File: src/design/i2c_register_access_master_defines.svh
// Assertion macros for the I2C register access master.
// Depends on nothing; the including module must declare clk_i and rst_ni.
`ifndef I2C_REGISTER_ACCESS_MASTER_DEFINES_SVH
`define I2C_REGISTER_ACCESS_MASTER_DEFINES_SVH

// Clocked property check, disabled while reset is asserted.
`define I2CRA_ASSERT(lbl, prop, msg) \
  lbl: assert property (@(posedge clk_i) disable iff (!rst_ni) (prop)) else $error(msg);

// Condition that must never be true at a clock edge outside reset.
`define I2CRA_ASSERT_NEVER(lbl, expr, msg) \
  lbl: assert property (@(posedge clk_i) disable iff (!rst_ni) !(expr)) else $error(msg);

`endif

File: src/design/i2cra_pkg.sv
// Package for the I2C register access master: phase encoding and constants.
// Depends on nothing.
package i2cra_pkg;

  // Transaction phases, one-hot.
  typedef enum logic [14:0] {
    PH_IDLE      = 15'b000000000000001,
    PH_START     = 15'b000000000000010,
    PH_RESTART   = 15'b000000000000100,
    PH_SEND_AW   = 15'b000000000001000,
    PH_ACK_AW    = 15'b000000000010000,
    PH_SEND_REG  = 15'b000000000100000,
    PH_ACK_REG   = 15'b000000001000000,
    PH_SEND_DATA = 15'b000000010000000,
    PH_ACK_DATA  = 15'b000000100000000,
    PH_SEND_AR   = 15'b000001000000000,
    PH_ACK_AR    = 15'b000010000000000,
    PH_READ      = 15'b000100000000000,
    PH_ACK_OUT   = 15'b001000000000000,
    PH_STOP      = 15'b010000000000000,
    PH_STOP_FAIL = 15'b100000000000000
  } phase_e;

  localparam int unsigned MAX_BYTES = 256;

  localparam logic [7:0] ACK_TIMEOUT_RST = 8'd100;
  localparam logic [7:0] WAIT_MAX        = 8'hFF;
  localparam logic [1:0] LAST_QUARTER    = 2'd3;
  localparam logic [2:0] LAST_BIT        = 3'd7;
  localparam logic       RW_WRITE        = 1'b0;
  localparam logic       RW_READ         = 1'b1;

endpackage

File: src/design/i2c_register_access_master.sv
// I2C register access master: one quarter-bit tick per input beat.
// Latency: the result beat for a tick is valid on the cycle after the tick is accepted.
// Throughput: one tick per cycle while the result side takes each beat; the single result register
//   accepts a new tick in the same cycle that its held beat is taken.
// Reset (async, active low): idle phase, empty result register, ack_timeout = 100.
// Depends on i2cra_pkg and i2c_register_access_master_defines.svh.
`include "i2c_register_access_master_defines.svh"

module i2c_register_access_master #(
  parameter int unsigned MaxBytes = i2cra_pkg::MAX_BYTES
) (
  input  logic       clk_i,
  input  logic       rst_ni,
  // Configuration write port.
  input  logic       cfg_we_i,
  input  logic [7:0] cfg_wdata_i,
  // Tick input channel.
  input  logic       in_valid_i,
  output logic       in_ready_o,
  input  logic       sda_in_i,
  input  logic       go_i,
  input  logic       is_read_i,
  input  logic [6:0] device_addr_i,
  input  logic [7:0] sub_addr_i,
  input  logic [8:0] byte_count_i,
  input  logic [7:0] write_data_i,
  // Result channel.
  output logic       out_valid_o,
  input  logic       out_ready_i,
  output logic       scl_o,
  output logic       sda_out_o,
  output logic       busy_res_o,
  output logic       write_taken_o,
  output logic       read_valid_o,
  output logic [7:0] read_data_o,
  output logic       done_res_o,
  output logic       failed_o
);
  import i2cra_pkg::*;

  localparam int unsigned BlW  = $clog2(MaxBytes + 1);
  localparam int unsigned CmpW = (BlW > 9) ? BlW : 9;

  // Transaction state.
  phase_e           phase_q, phase_d;
  logic [1:0]       quarter_q, quarter_d;
  logic [2:0]       bit_q, bit_d;
  logic [7:0]       shift_q, shift_d;
  logic [BlW-1:0]   bytes_left_q, bytes_left_d;
  logic [7:0]       wait_q, wait_d;
  logic [6:0]       dev_q, dev_d;
  logic [7:0]       reg_q, reg_d;
  logic             dir_q, dir_d;
  logic [7:0]       ack_timeout_q;

  // Result register.
  logic             out_valid_q, out_valid_d;
  logic             scl_q, sda_q, busy_q, taken_q, rvalid_q, done_q, fail_q;
  logic [7:0]       rdata_q;

  // Per-tick results before registering.
  logic             scl_n, sda_n, taken_n, rvalid_n, done_n, fail_n;
  logic [7:0]       rdata_n;
  logic             last_q;
  logic [7:0]       wait_inc;
  logic [7:0]       shift_in;
  logic [CmpW-1:0]  count_ext;

  logic             in_fire;

  // The result register frees up in the same cycle its beat is taken.
  assign in_ready_o = !out_valid_q || out_ready_i;
  assign in_fire    = in_valid_i && in_ready_o;

  assign last_q    = (quarter_q == LAST_QUARTER);
  assign wait_inc  = (wait_q < WAIT_MAX) ? wait_q + 8'd1 : wait_q;
  assign shift_in  = {shift_q[6:0], sda_in_i};
  assign count_ext = CmpW'(byte_count_i);

  // Phase sequencer: next state and event pulses for one tick.
  always_comb begin
    phase_d      = phase_q;
    quarter_d    = quarter_q;
    bit_d        = bit_q;
    shift_d      = shift_q;
    bytes_left_d = bytes_left_q;
    wait_d       = wait_q;
    dev_d        = dev_q;
    reg_d        = reg_q;
    dir_d        = dir_q;
    taken_n      = 1'b0;
    rvalid_n     = 1'b0;
    rdata_n      = 8'd0;
    done_n       = 1'b0;
    fail_n       = 1'b0;

    case (phase_q)
      PH_IDLE: begin
        if (go_i) begin
          dir_d = is_read_i;
          dev_d = device_addr_i;
          reg_d = sub_addr_i;
          // Requests above the capacity are clipped to it.
          if (count_ext > CmpW'(MaxBytes)) begin
            bytes_left_d = BlW'(MaxBytes);
          end else begin
            bytes_left_d = BlW'(byte_count_i);
          end
          phase_d   = PH_START;
          quarter_d = 2'd0;
        end
      end

      PH_START, PH_RESTART: begin
        if (!last_q) begin
          quarter_d = quarter_q + 2'd1;
        end else begin
          bit_d     = 3'd0;
          quarter_d = 2'd0;
          if (phase_q == PH_START) begin
            shift_d = {dev_q, RW_WRITE};
            phase_d = PH_SEND_AW;
          end else begin
            shift_d = {dev_q, RW_READ};
            phase_d = PH_SEND_AR;
          end
        end
      end

      PH_SEND_AW, PH_SEND_REG, PH_SEND_DATA, PH_SEND_AR: begin
        if (!last_q) begin
          quarter_d = quarter_q + 2'd1;
        end else if (bit_q == LAST_BIT) begin
          wait_d    = 8'd0;
          quarter_d = 2'd0;
          case (phase_q)
            PH_SEND_AW:   phase_d = PH_ACK_AW;
            PH_SEND_REG:  phase_d = PH_ACK_REG;
            PH_SEND_DATA: phase_d = PH_ACK_DATA;
            default:      phase_d = PH_ACK_AR;
          endcase
        end else begin
          bit_d     = bit_q + 3'd1;
          shift_d   = {shift_q[6:0], 1'b0};
          quarter_d = 2'd0;
        end
      end

      PH_ACK_AW, PH_ACK_REG, PH_ACK_DATA, PH_ACK_AR: begin
        if (!last_q) begin
          quarter_d = quarter_q + 2'd1;
        end else if (!sda_in_i) begin
          // Slave acknowledged: the next slot starts on this tick.
          quarter_d = 2'd0;
          if (phase_q == PH_ACK_AW) begin
            shift_d = reg_q;
            bit_d   = 3'd0;
            phase_d = PH_SEND_REG;
          end else if (phase_q == PH_ACK_REG && dir_q) begin
            phase_d = PH_RESTART;
          end else if (phase_q == PH_ACK_AR) begin
            if (bytes_left_q != '0) begin
              shift_d = 8'd0;
              bit_d   = 3'd0;
              phase_d = PH_READ;
            end else begin
              phase_d = PH_STOP;
            end
          end else begin
            if (bytes_left_q != '0) begin
              bytes_left_d = bytes_left_q - BlW'(1);
              taken_n      = 1'b1;
              shift_d      = write_data_i;
              bit_d        = 3'd0;
              phase_d      = PH_SEND_DATA;
            end else begin
              phase_d = PH_STOP;
            end
          end
        end else begin
          // Keep polling with SCL high until the timeout runs out.
          wait_d = wait_inc;
          if (wait_inc >= ack_timeout_q) begin
            phase_d   = PH_STOP_FAIL;
            quarter_d = 2'd0;
          end
        end
      end

      PH_READ: begin
        if (!last_q) begin
          quarter_d = quarter_q + 2'd1;
        end else begin
          shift_d   = shift_in;
          quarter_d = 2'd0;
          if (bit_q == LAST_BIT) begin
            rvalid_n = 1'b1;
            rdata_n  = shift_in;
            if (bytes_left_q != '0) begin
              bytes_left_d = bytes_left_q - BlW'(1);
            end
            phase_d = PH_ACK_OUT;
          end else begin
            bit_d = bit_q + 3'd1;
          end
        end
      end

      PH_ACK_OUT: begin
        if (!last_q) begin
          quarter_d = quarter_q + 2'd1;
        end else begin
          quarter_d = 2'd0;
          if (bytes_left_q != '0) begin
            shift_d = 8'd0;
            bit_d   = 3'd0;
            phase_d = PH_READ;
          end else begin
            phase_d = PH_STOP;
          end
        end
      end

      PH_STOP, PH_STOP_FAIL: begin
        if (!last_q) begin
          quarter_d = quarter_q + 2'd1;
        end else begin
          done_n    = 1'b1;
          fail_n    = (phase_q == PH_STOP_FAIL);
          phase_d   = PH_IDLE;
          quarter_d = 2'd0;
        end
      end

      default: begin
        phase_d   = PH_IDLE;
        quarter_d = 2'd0;
      end
    endcase
  end

  // Bus levels follow the state after this tick.
  always_comb begin
    case (phase_d)
      PH_START, PH_RESTART: begin
        if (quarter_d == 2'd0) begin
          scl_n = (phase_d == PH_START);
        end else begin
          scl_n = (quarter_d != LAST_QUARTER);
        end
        sda_n = !quarter_d[1];
      end
      PH_SEND_AW, PH_SEND_REG, PH_SEND_DATA, PH_SEND_AR: begin
        scl_n = quarter_d[1];
        sda_n = shift_d[7];
      end
      PH_ACK_OUT: begin
        // ACK after every byte but the last, which gets NACK.
        scl_n = quarter_d[1];
        sda_n = (bytes_left_d == '0);
      end
      PH_STOP, PH_STOP_FAIL: begin
        scl_n = quarter_d[1];
        sda_n = (quarter_d == 2'd0) || (quarter_d == LAST_QUARTER);
      end
      PH_IDLE: begin
        scl_n = 1'b1;
        sda_n = 1'b1;
      end
      default: begin
        scl_n = quarter_d[1];
        sda_n = 1'b1;
      end
    endcase
  end

  // Configuration register.
  always_ff @(posedge clk_i or negedge rst_ni) begin
    if (!rst_ni) begin
      ack_timeout_q <= ACK_TIMEOUT_RST;
    end else if (cfg_we_i) begin
      ack_timeout_q <= cfg_wdata_i;
    end
  end

  // Transaction state advances once per accepted tick.
  always_ff @(posedge clk_i or negedge rst_ni) begin
    if (!rst_ni) begin
      phase_q      <= PH_IDLE;
      quarter_q    <= 2'd0;
      bit_q        <= 3'd0;
      shift_q      <= 8'd0;
      bytes_left_q <= '0;
      wait_q       <= 8'd0;
      dev_q        <= 7'd0;
      reg_q        <= 8'd0;
      dir_q        <= 1'b0;
    end else if (in_fire) begin
      phase_q      <= phase_d;
      quarter_q    <= quarter_d;
      bit_q        <= bit_d;
      shift_q      <= shift_d;
      bytes_left_q <= bytes_left_d;
      wait_q       <= wait_d;
      dev_q        <= dev_d;
      reg_q        <= reg_d;
      dir_q        <= dir_d;
    end
  end

  // Result register valid flag.
  always_comb begin
    if (in_fire) begin
      out_valid_d = 1'b1;
    end else if (out_ready_i) begin
      out_valid_d = 1'b0;
    end else begin
      out_valid_d = out_valid_q;
    end
  end

  always_ff @(posedge clk_i or negedge rst_ni) begin
    if (!rst_ni) begin
      out_valid_q <= 1'b0;
    end else begin
      out_valid_q <= out_valid_d;
    end
  end

  // Result payload, loaded with each accepted tick.
  always_ff @(posedge clk_i) begin
    if (in_fire) begin
      scl_q    <= scl_n;
      sda_q    <= sda_n;
      busy_q   <= (phase_d != PH_IDLE);
      taken_q  <= taken_n;
      rvalid_q <= rvalid_n;
      rdata_q  <= rdata_n;
      done_q   <= done_n;
      fail_q   <= fail_n;
    end
  end

  assign out_valid_o   = out_valid_q;
  assign scl_o         = scl_q;
  assign sda_out_o     = sda_q;
  assign busy_res_o    = busy_q;
  assign write_taken_o = taken_q;
  assign read_valid_o  = rvalid_q;
  assign read_data_o   = rdata_q;
  assign done_res_o    = done_q;
  assign failed_o      = fail_q;

  // Checks on the sequencer and the result register.
  `I2CRA_ASSERT(a_fail_with_done, out_valid_q && fail_q |-> done_q, "failed without done")
  `I2CRA_ASSERT_NEVER(a_taken_and_read, out_valid_q && taken_q && rvalid_q, "taken with rvalid")
  `I2CRA_ASSERT(a_idle_quiet, in_fire && phase_q == PH_IDLE |=> !taken_q && !rvalid_q, "idle pulse")
  `I2CRA_ASSERT_NEVER(a_stall_accept, out_valid_q && !out_ready_i && in_fire, "beat overwritten")
  `I2CRA_ASSERT(a_bytes_bound, 1'b1 |-> bytes_left_q <= BlW'(MaxBytes), "count over cap")

endmodule

File: config.mk
export PLATFORM = sky130hd
export DESIGN_NAME = i2c_register_access_master
export DESIGN_NICKNAME = d
export VERILOG_FILES = /design/src/design/i2cra_pkg.sv /design/src/design/i2c_register_access_master.sv
export VERILOG_INCLUDE_DIRS = /design/src /design/src/design
export SDC_FILE = /design/constraint.sdc
export NUM_CORES = 1
export LEC_CHECK = 0
export BUFFER_PORTS_ARGS = -buffer_cell sky130_fd_sc_hd__buf_2
export CAP_MARGIN = 5
export CORE_MARGIN = 2
export CORE_UTILIZATION = 30
export CTS_CLUSTER_DIAMETER = 60
export CTS_CLUSTER_SIZE = 8
export DETAILED_ROUTE_END_ITERATION = 16
export SKIP_CTS_REPAIR_TIMING = 1
export SLEW_MARGIN = 10
export SYNTH_ARGS = -nofsm -noshare
export SYNTH_HDL_FRONTEND = slang
export SYNTH_SLANG_ARGS = --single-unit
File: constraint.sdc
create_clock -name clk_i -period 9.5 [get_ports clk_i]
set_input_delay 0.95 -clock clk_i [delete_from_list [all_inputs] [get_ports clk_i]]
set_output_delay 0.95 -clock clk_i [all_outputs]
set_load 0.05 [all_outputs]
* Word level (Yosys, flattened, before mapping)
Index checks and enable logic that the tools add are counted.
** Storage, ports and cells
- Flip-flop bits (word level) :: 85
- Input bits :: 48
- Output and inout port bits :: 17
- Logic and storage cells :: 176
** Cells by class
- Add/subtract/negate cells :: 4
- Magnitude comparators :: 3
- Equal/unequal tests :: 43
- Mux-type cells :: 74
- Bitwise logic cells :: 2
- Reductions and logical operators :: 30
** Operators with widths (number)
- $mux 15 :: 14
- $mux 8 :: 17
- $pmux 15 s7 :: 1
- $mux 9 :: 10
- $pmux 8 s5 :: 1
- $pmux 11 s3 :: 1
- $eq 15x1->1 const B :: 2
- $eq 15x10->1 const B :: 2
- $eq 15x13->1 const B :: 2
- $eq 15x14->1 const B :: 2
- $eq 15x15->1 const B :: 2
- $eq 15x2->1 const B :: 2
- $eq 15x3->1 const B :: 2
- $eq 15x4->1 const B :: 2
- $eq 15x6->1 const B :: 2
- $eq 15x8->1 const B :: 2
- $mux 14 :: 2
- $mux 3 :: 9
- $pmux 9 s3 :: 1
- $ne 2x2->1 const B :: 11
- $pmux 8 s2 :: 1
- $eq 15x11->1 const B :: 1
- $eq 15x12->1 const B :: 1
- $eq 15x5->1 const B :: 1
- 42 further kinds :: 65

* Logic depth before layout (Yosys ltp)
- Word-level depth :: 11
- Depth in mapped cells :: 19
- Depth with buffers taken out :: 19

* Least setup slack after synthesis
No wires, ideal clock.
- Path kind :: register to register
- Start :: register wait_q[0]
- End :: register scl_q (netlist: scl_o), data pin
- Setup time :: 0.132 ns
- Data arrival time :: 3.313 ns
- Data required time :: 9.368 ns
- Path slack :: 6.056 ns
- Cell stages (with the launch flop) :: 17
- Buffers on the path :: 0
- Period minus slack after synthesis :: 3.444 ns
- Cells stage by stage :: dfrtp_1 > ha_1 > nand2_1 > nor2_1 > nand3_1 > xnor2_1 > ha_1 > nand2b_1 > a2111o_1 > a21oi_1 > nand4_1 > nand3_1 > o21ai_0 > ha_1 > mux2_2 > mux2_1 > nand2_1
** Between the ends
- Cells in the longest elaborated chain, start to end :: 10
- Elaborated cells between the ends (all ways) :: 20
- Those cells by class :: add/sub (1); order compare (2); eq/ne (4); mux (11); reduce/logical (2)
** Ends and longest elaborated chain
- from (decl) :: RTL line i2c_register_access_master.sv:50 : logic [7:0] wait_q, wait_d;
- from (signal assigned) :: RTL line i2c_register_access_master.sv:304 : wait_q <= wait_d;
- $add 8x1->8 or $lt 8x8->1 (tied branches) :: RTL line i2c_register_access_master.sv:76 : assign wait_inc = (wait_q < WAIT_MAX) ? wait_q + 8'd1 : wait_q;
- $mux 8 (*) :: RTL line i2c_register_access_master.sv:76
- $ge 8x8->1 (*) :: RTL line i2c_register_access_master.sv:183 : if (wait_inc >= ack_timeout_q) begin
- $mux 15 or $mux 2 (tied branches) :: RTL line i2c_register_access_master.sv:183
- $mux 15 or $mux 2 (tied branches) :: RTL line i2c_register_access_master.sv:152 : end else if (!sda_in_i) begin
- $mux 15 or $mux 2 (tied branches) :: RTL line i2c_register_access_master.sv:150 : if (!last_q) begin
- $pmux 15 s7 or $pmux 2 s3 (tied branches) :: RTL line i2c_register_access_master.sv:97 : case (phase_q)
- $eq 15x2->1 (tied with other cells) :: RTL line i2c_register_access_master.sv:244, i2c_register_access_master.sv:247
- $mux 1 or $reduce_or 2->1 (tied branches) :: RTL line i2c_register_access_master.sv:246, i2c_register_access_master.sv:244
- $pmux 1 s2 (*) :: RTL line i2c_register_access_master.sv:244 : case (phase_d)
- via scl_n :: RTL line i2c_register_access_master.sv:62 : logic scl_n, sda_n, taken_n, rvalid_n, done_n, fail_n;
- to (signal assigned) :: RTL line i2c_register_access_master.sv:333 : scl_q <= scl_n;
- to (decl) :: RTL line i2c_register_access_master.sv:58 : logic scl_q, sda_q, busy_q, taken_q, rvalid_q, done_q, fail_q;
The timed path passes the listed nets; every way through them passes the cells marked *.
A chain may end at the register's enable or synchronous reset.

* Final worst setup path
Ends and elaborated chain as after synthesis.

==> metrics.txt <==
# TYPE chip_impl_metric gauge
chip_impl_info{name="status",value="finished clean"} 1
chip_impl_metric{name="synthesis.yosys.warnings",unit=""} 0
chip_impl_metric{name="start_util",unit="%"} 30.5
chip_impl_metric{name="drt-initial-drc-count",unit=""} 482
chip_impl_metric{name="seq_power_share",unit="%"} 35.8
chip_impl_metric{name="syn-instance-count",unit=""} 650
chip_impl_metric{name="die_height",unit="um"} 142
chip_impl_metric{name="layout_cell_share_with_drive_strength_beyond_1",unit="%"} 19.5
chip_impl_info{name="reg2reg_to",value="scl_o"} 1
chip_impl_metric{name="totalWireLength",unit="um"} 17800
chip_impl_metric{name="leftover_overflow_at_the_end_of_global_routing",unit=""} 0
chip_impl_metric{name="power_leakage",unit="nW"} 2.74
chip_impl_info{name="unrepaired_setup_endpoints_after_global_routing",value="false"} 1
chip_impl_info{name="crit_path_frequent_cell",value="ha_1"} 1
chip_impl_metric{name="ctsLongestPathBuffers",unit=""} 2
chip_impl_metric{name="fill_cells",unit=""} 1921
chip_impl_metric{name="antenna_found_initial",unit=""} 0
chip_impl_metric{name="r2r_cells",unit=""} 16
chip_impl_metric{name="total_switching_power",unit="mW"} 0.585
chip_impl_info{name="critical_path_cell_by_cell",value="ha_1, nand2_1, nor2_1, nand3_1, xnor2_1, ha_1, nand2b_1, a2111o_1, a21oi_1, nand4_1, nand3_1, o21ai_0, ha_1, mux2_2, mux2_1, nand2_1"} 1
chip_impl_metric{name="die_boundary_width",unit="um"} 142
chip_impl_metric{name="worst_setup_hold_path_clk_slew",unit="ps"} 60
chip_impl_info{name="worstReg2RegStart",value="wait_q[0]"} 1
chip_impl_metric{name="drc",unit=""} 0
chip_impl_metric{name="cts_num_sinks",unit=""} 85
chip_impl_metric{name="setup-violations-final",unit=""} 0
chip_impl_metric{name="timing.final.hold_violations",unit=""} 0
chip_impl_metric{name="drt-pass1-iter-count",unit=""} 6
chip_impl_info{name="clk_root_buffer_cell",value="clkbuf_16"} 1
chip_impl_metric{name="yosys.cell_types.count",unit=""} 82
chip_impl_info{name="critPathSlowestCell",value="dfrtp_1"} 1
chip_impl_metric{name="setup.reg_to_reg.worst_slack",unit="ps"} 5650
chip_impl_info{name="top_ff_cell_synth",value="dfrtp_1"} 1
chip_impl_metric{name="grt.total_usage",unit="%"} 17.9
chip_impl_metric{name="timing.final.crit_share",unit="%"} 40.5
chip_impl_metric{name="fp.dieArea",unit="um^2"} 20100
chip_impl_metric{name="clock_latency_reported_for_the_late_side_of_the_worst_skew_pair",unit="ps"} 350
chip_impl_metric{name="synth-edff-count",unit=""} 15
chip_impl_metric{name="io_pins",unit=""} 65
chip_impl_metric{name="cp.required",unit="ps"} 9720
chip_impl_metric{name="first_global_vias",unit=""} 5206
chip_impl_metric{name="syn_area_per_cell",unit="um^2"} 8.78
chip_impl_metric{name="syn-num-nets",unit=""} 713
chip_impl_metric{name="first_pass_grt_wire_length",unit="um"} 28300
chip_impl_info{name="worstSetupPathType",value="reg -> reg"} 1
chip_impl_info{name="hold_crit_start",value="reg_q[4]"} 1
chip_impl_metric{name="rows",unit=""} 50
chip_impl_metric{name="power_density",unit="nW/um^2"} 223
chip_impl_info{name="hold-path-endpoint",value="reg_q[4]"} 1
chip_impl_info{name="cts_tree",value="done"} 1
chip_impl_info{name="sort_of_element_at_the_end_of_the_critical_path",value="flop"} 1
chip_impl_metric{name="worst_ir_drop_vdd",unit="uV"} 104
chip_impl_metric{name="io_buffers",unit=""} 64
chip_impl_metric{name="setup_total_negative_slack",unit="ps"} 0
chip_impl_metric{name="coreArea",unit="um^2"} 18700
chip_impl_metric{name="drv_slew",unit=""} 0
chip_impl_info{name="startpoint_type",value="flop"} 1
chip_impl_metric{name="vias",unit=""} 5377
chip_impl_metric{name="timing_worst_slew_pin_value",unit="ps"} 1020
chip_impl_metric{name="power_switching_share",unit="%"} 40.5
chip_impl_metric{name="timing.max_cap.violations",unit=""} 0
chip_impl_metric{name="post_drt_via_cell_ratio",unit=""} 5.76
chip_impl_metric{name="ys_seq_elements",unit=""} 85
chip_impl_metric{name="preCtsSetupSlack",unit="ps"} 5680
chip_impl_metric{name="antenna_cells",unit=""} 0
chip_impl_metric{name="wl_per_cell",unit="um"} 19.1
chip_impl_metric{name="globalplace.congestion",unit=""} 0.954
chip_impl_metric{name="clock_tree.htree_level_count",unit=""} 3
chip_impl_metric{name="total_cts_buffers",unit=""} 9
chip_impl_metric{name="path_max_fanout",unit=""} 5
chip_impl_metric{name="max_clock_skew",unit="ps"} 6.37
chip_impl_metric{name="final_hpwl_dp",unit="um"} 13100
chip_impl_info{name="min-delay-path-class",value="reg -> reg"} 1
chip_impl_metric{name="clock_network_power_share",unit="%"} 23.2
chip_impl_metric{name="synthesis.area",unit="um^2"} 5700
chip_impl_metric{name="power.internal",unit="mW"} 0.861
chip_impl_metric{name="timing.critical_path.arrival",unit="ps"} 4070
chip_impl_metric{name="timing.final.crit_period",unit="ps"} 3850
chip_impl_metric{name="clock.fmax",unit="MHz"} 260
chip_impl_metric{name="slew-limit-headroom",unit="%"} 31.7
chip_impl_metric{name="ys_seq_area_share",unit="%"} 38.7
chip_impl_metric{name="async_reset_ff_share",unit="%"} 82.4
chip_impl_metric{name="areaGrowthSynthToFinish",unit="%"} 13.9
chip_impl_metric{name="final_critical_path_setup_slack",unit="ps"} 5650
chip_impl_metric{name="finish.net_count",unit=""} 757
chip_impl_metric{name="antenna_violating_nets_post_route",unit=""} 0
chip_impl_metric{name="holdPathStages",unit=""} 1
chip_impl_metric{name="worst_path_largest_cell_delay",unit="ps"} 410
chip_impl_metric{name="fin_total_pwr",unit="mW"} 1.45
chip_impl_metric{name="grt_start_max_net_pins",unit=""} 71
chip_impl_metric{name="share_comb_of_total_power",unit="%"} 41.1
-- synthesized netlist by cell type (9+ instances only) --
library cell | n | area, um^2
inv_1 | 22 | 82.6
nand4_1 | 15 | 93.8
edfxtp_1 | 15 | 450
o31ai_1 | 10 | 75.1
clkbuf_1 | 29 | 109
dfrtp_1 | 66 | 1650
a21oi_1 | 20 | 100
nor4b_1 | 10 | 87.6
or3_1 | 9 | 56.3
ha_1 | 15 | 188
o21ai_0 | 50 | 250
nor4_1 | 9 | 56.3
nor2_1 | 48 | 180
nor3_1 | 17 | 85.1
nand3_1 | 23 | 115
a22oi_1 | 18 | 135
a22o_1 | 12 | 105
nand2_1 | 92 | 345
mux2_2 | 19 | 214
-- critical path: cells and delay by family (launching register included) --
family / cells / cell delay (ps)
AOI/OAI and AO/OA: 3 / 830
adders and majority gates: 3 / 730
xor gates and xnor gates: 1 / 180
and+or+nand+nor: 7 / 1010
DFF: 1 / 410
muxes: 2 / 560
-- worst max path at each step --
| stage | to | from | depth (start not counted) | slack (ps) |
|---|---|---|---|---|
| 5_1_grt | scl_o | wait_q[0] | 18 | 5300 |
| 2_1_floorplan | scl_o | wait_q[0] | 16 | 6060 |
| 3_3_place_gp | scl_o | wait_q[0] | 16 | 5740 |
| 4_1_cts | scl_o | wait_q[0] | 16 | 5650 |
| 3_5_place_dp | scl_o | wait_q[0] | 16 | 5680 |
| 6_report | scl_o | wait_q[0] | 16 | 5650 |
-- per-layer routing --
metal / vias up / wire length, um / part of all wire [%] / GRT usage [%]
met1: 2548 / 7620 / 43 / 23.2
met3: 45 / 1380 / 7.7 / 4.08
met5: - / 0 / 0 / 0
li1: 2530 / - / - / -
met2: 254 / 8270 / 46 / 29.1
met4: 0 / 565 / 3.2 / 6.89
-- state kept, by name (all words and copies together), names as in the netlist, 7 cells and up --
name           flops
ack_timeout_q      8
bytes_left_q       9
dev_q              7
phase_q           15
read_data_o        8
reg_q              8
shift_q            8
wait_q             8
-- power by group through the flow --
stage	sequential, mW	combinational (mW)	clock [mW]
after detailed placement	0.521	0.581	0
after global placement	0.521	0.583	0
final	0.517	0.594	0.335
after CTS	0.516	0.582	0.348
after global routing	0.526	0.645	0.364
after floorplan	0.504	0.423	0
-- area by class of cell --
| type | instances | area [um^2] | area share, % |
|---|---|---|---|
| clock buffer | 12 | 258 | 3.97 |
| clock inverter | 4 | 22.5 | 0.347 |
| inverter | 24 | 90.1 | 1.39 |
| multi-input combinational | 497 | 3210 | 49.3 |
| sequential | 85 | 2210 | 34.0 |
| tap | 234 | 293 | 4.51 |
| timing repair buffer | 77 | 420 | 6.47 |
-- stage by stage --
step	cells	util [%]	instance area, um^2	hold slack (ps)
after floorplan	650	-	5700	468
after global placement	917	33.2	6220	494
after detailed placement	917	33.2	6220	497
after CTS	933	34.7	6500	512
after global routing	933	34.7	6500	522
final	933	34.7	6500	508
-- cells in the final DEF (no fill, tap or decap), types with 14 or more instances in the layout --
master     n
a21oi_1   20
edfxtp_1  15
o21ai_0   50
ha_1      15
nand3_1   23
mux2_2    19
nor2_1    48
nor3_1    16
buf_4     14
buf_2     63
a22oi_1   18
nand2_1   92
nand4_1   15
inv_1     22
dfrtp_1   66
-- cells by family after synthesis --
family | Yosys count | share of synthesized area, %
muxes | 21 | 4.12
AOI/OAI and AO/OA | 186 | 23.3
DFF | 85 | 38.7
adders and majority gates | 15 | 3.29
and+or+nand+nor | 267 | 24.2
buffers and inverters | 68 | 5.20
xor gates and xnor gates | 8 | 1.23
Power figures use the tool's default switching activity.
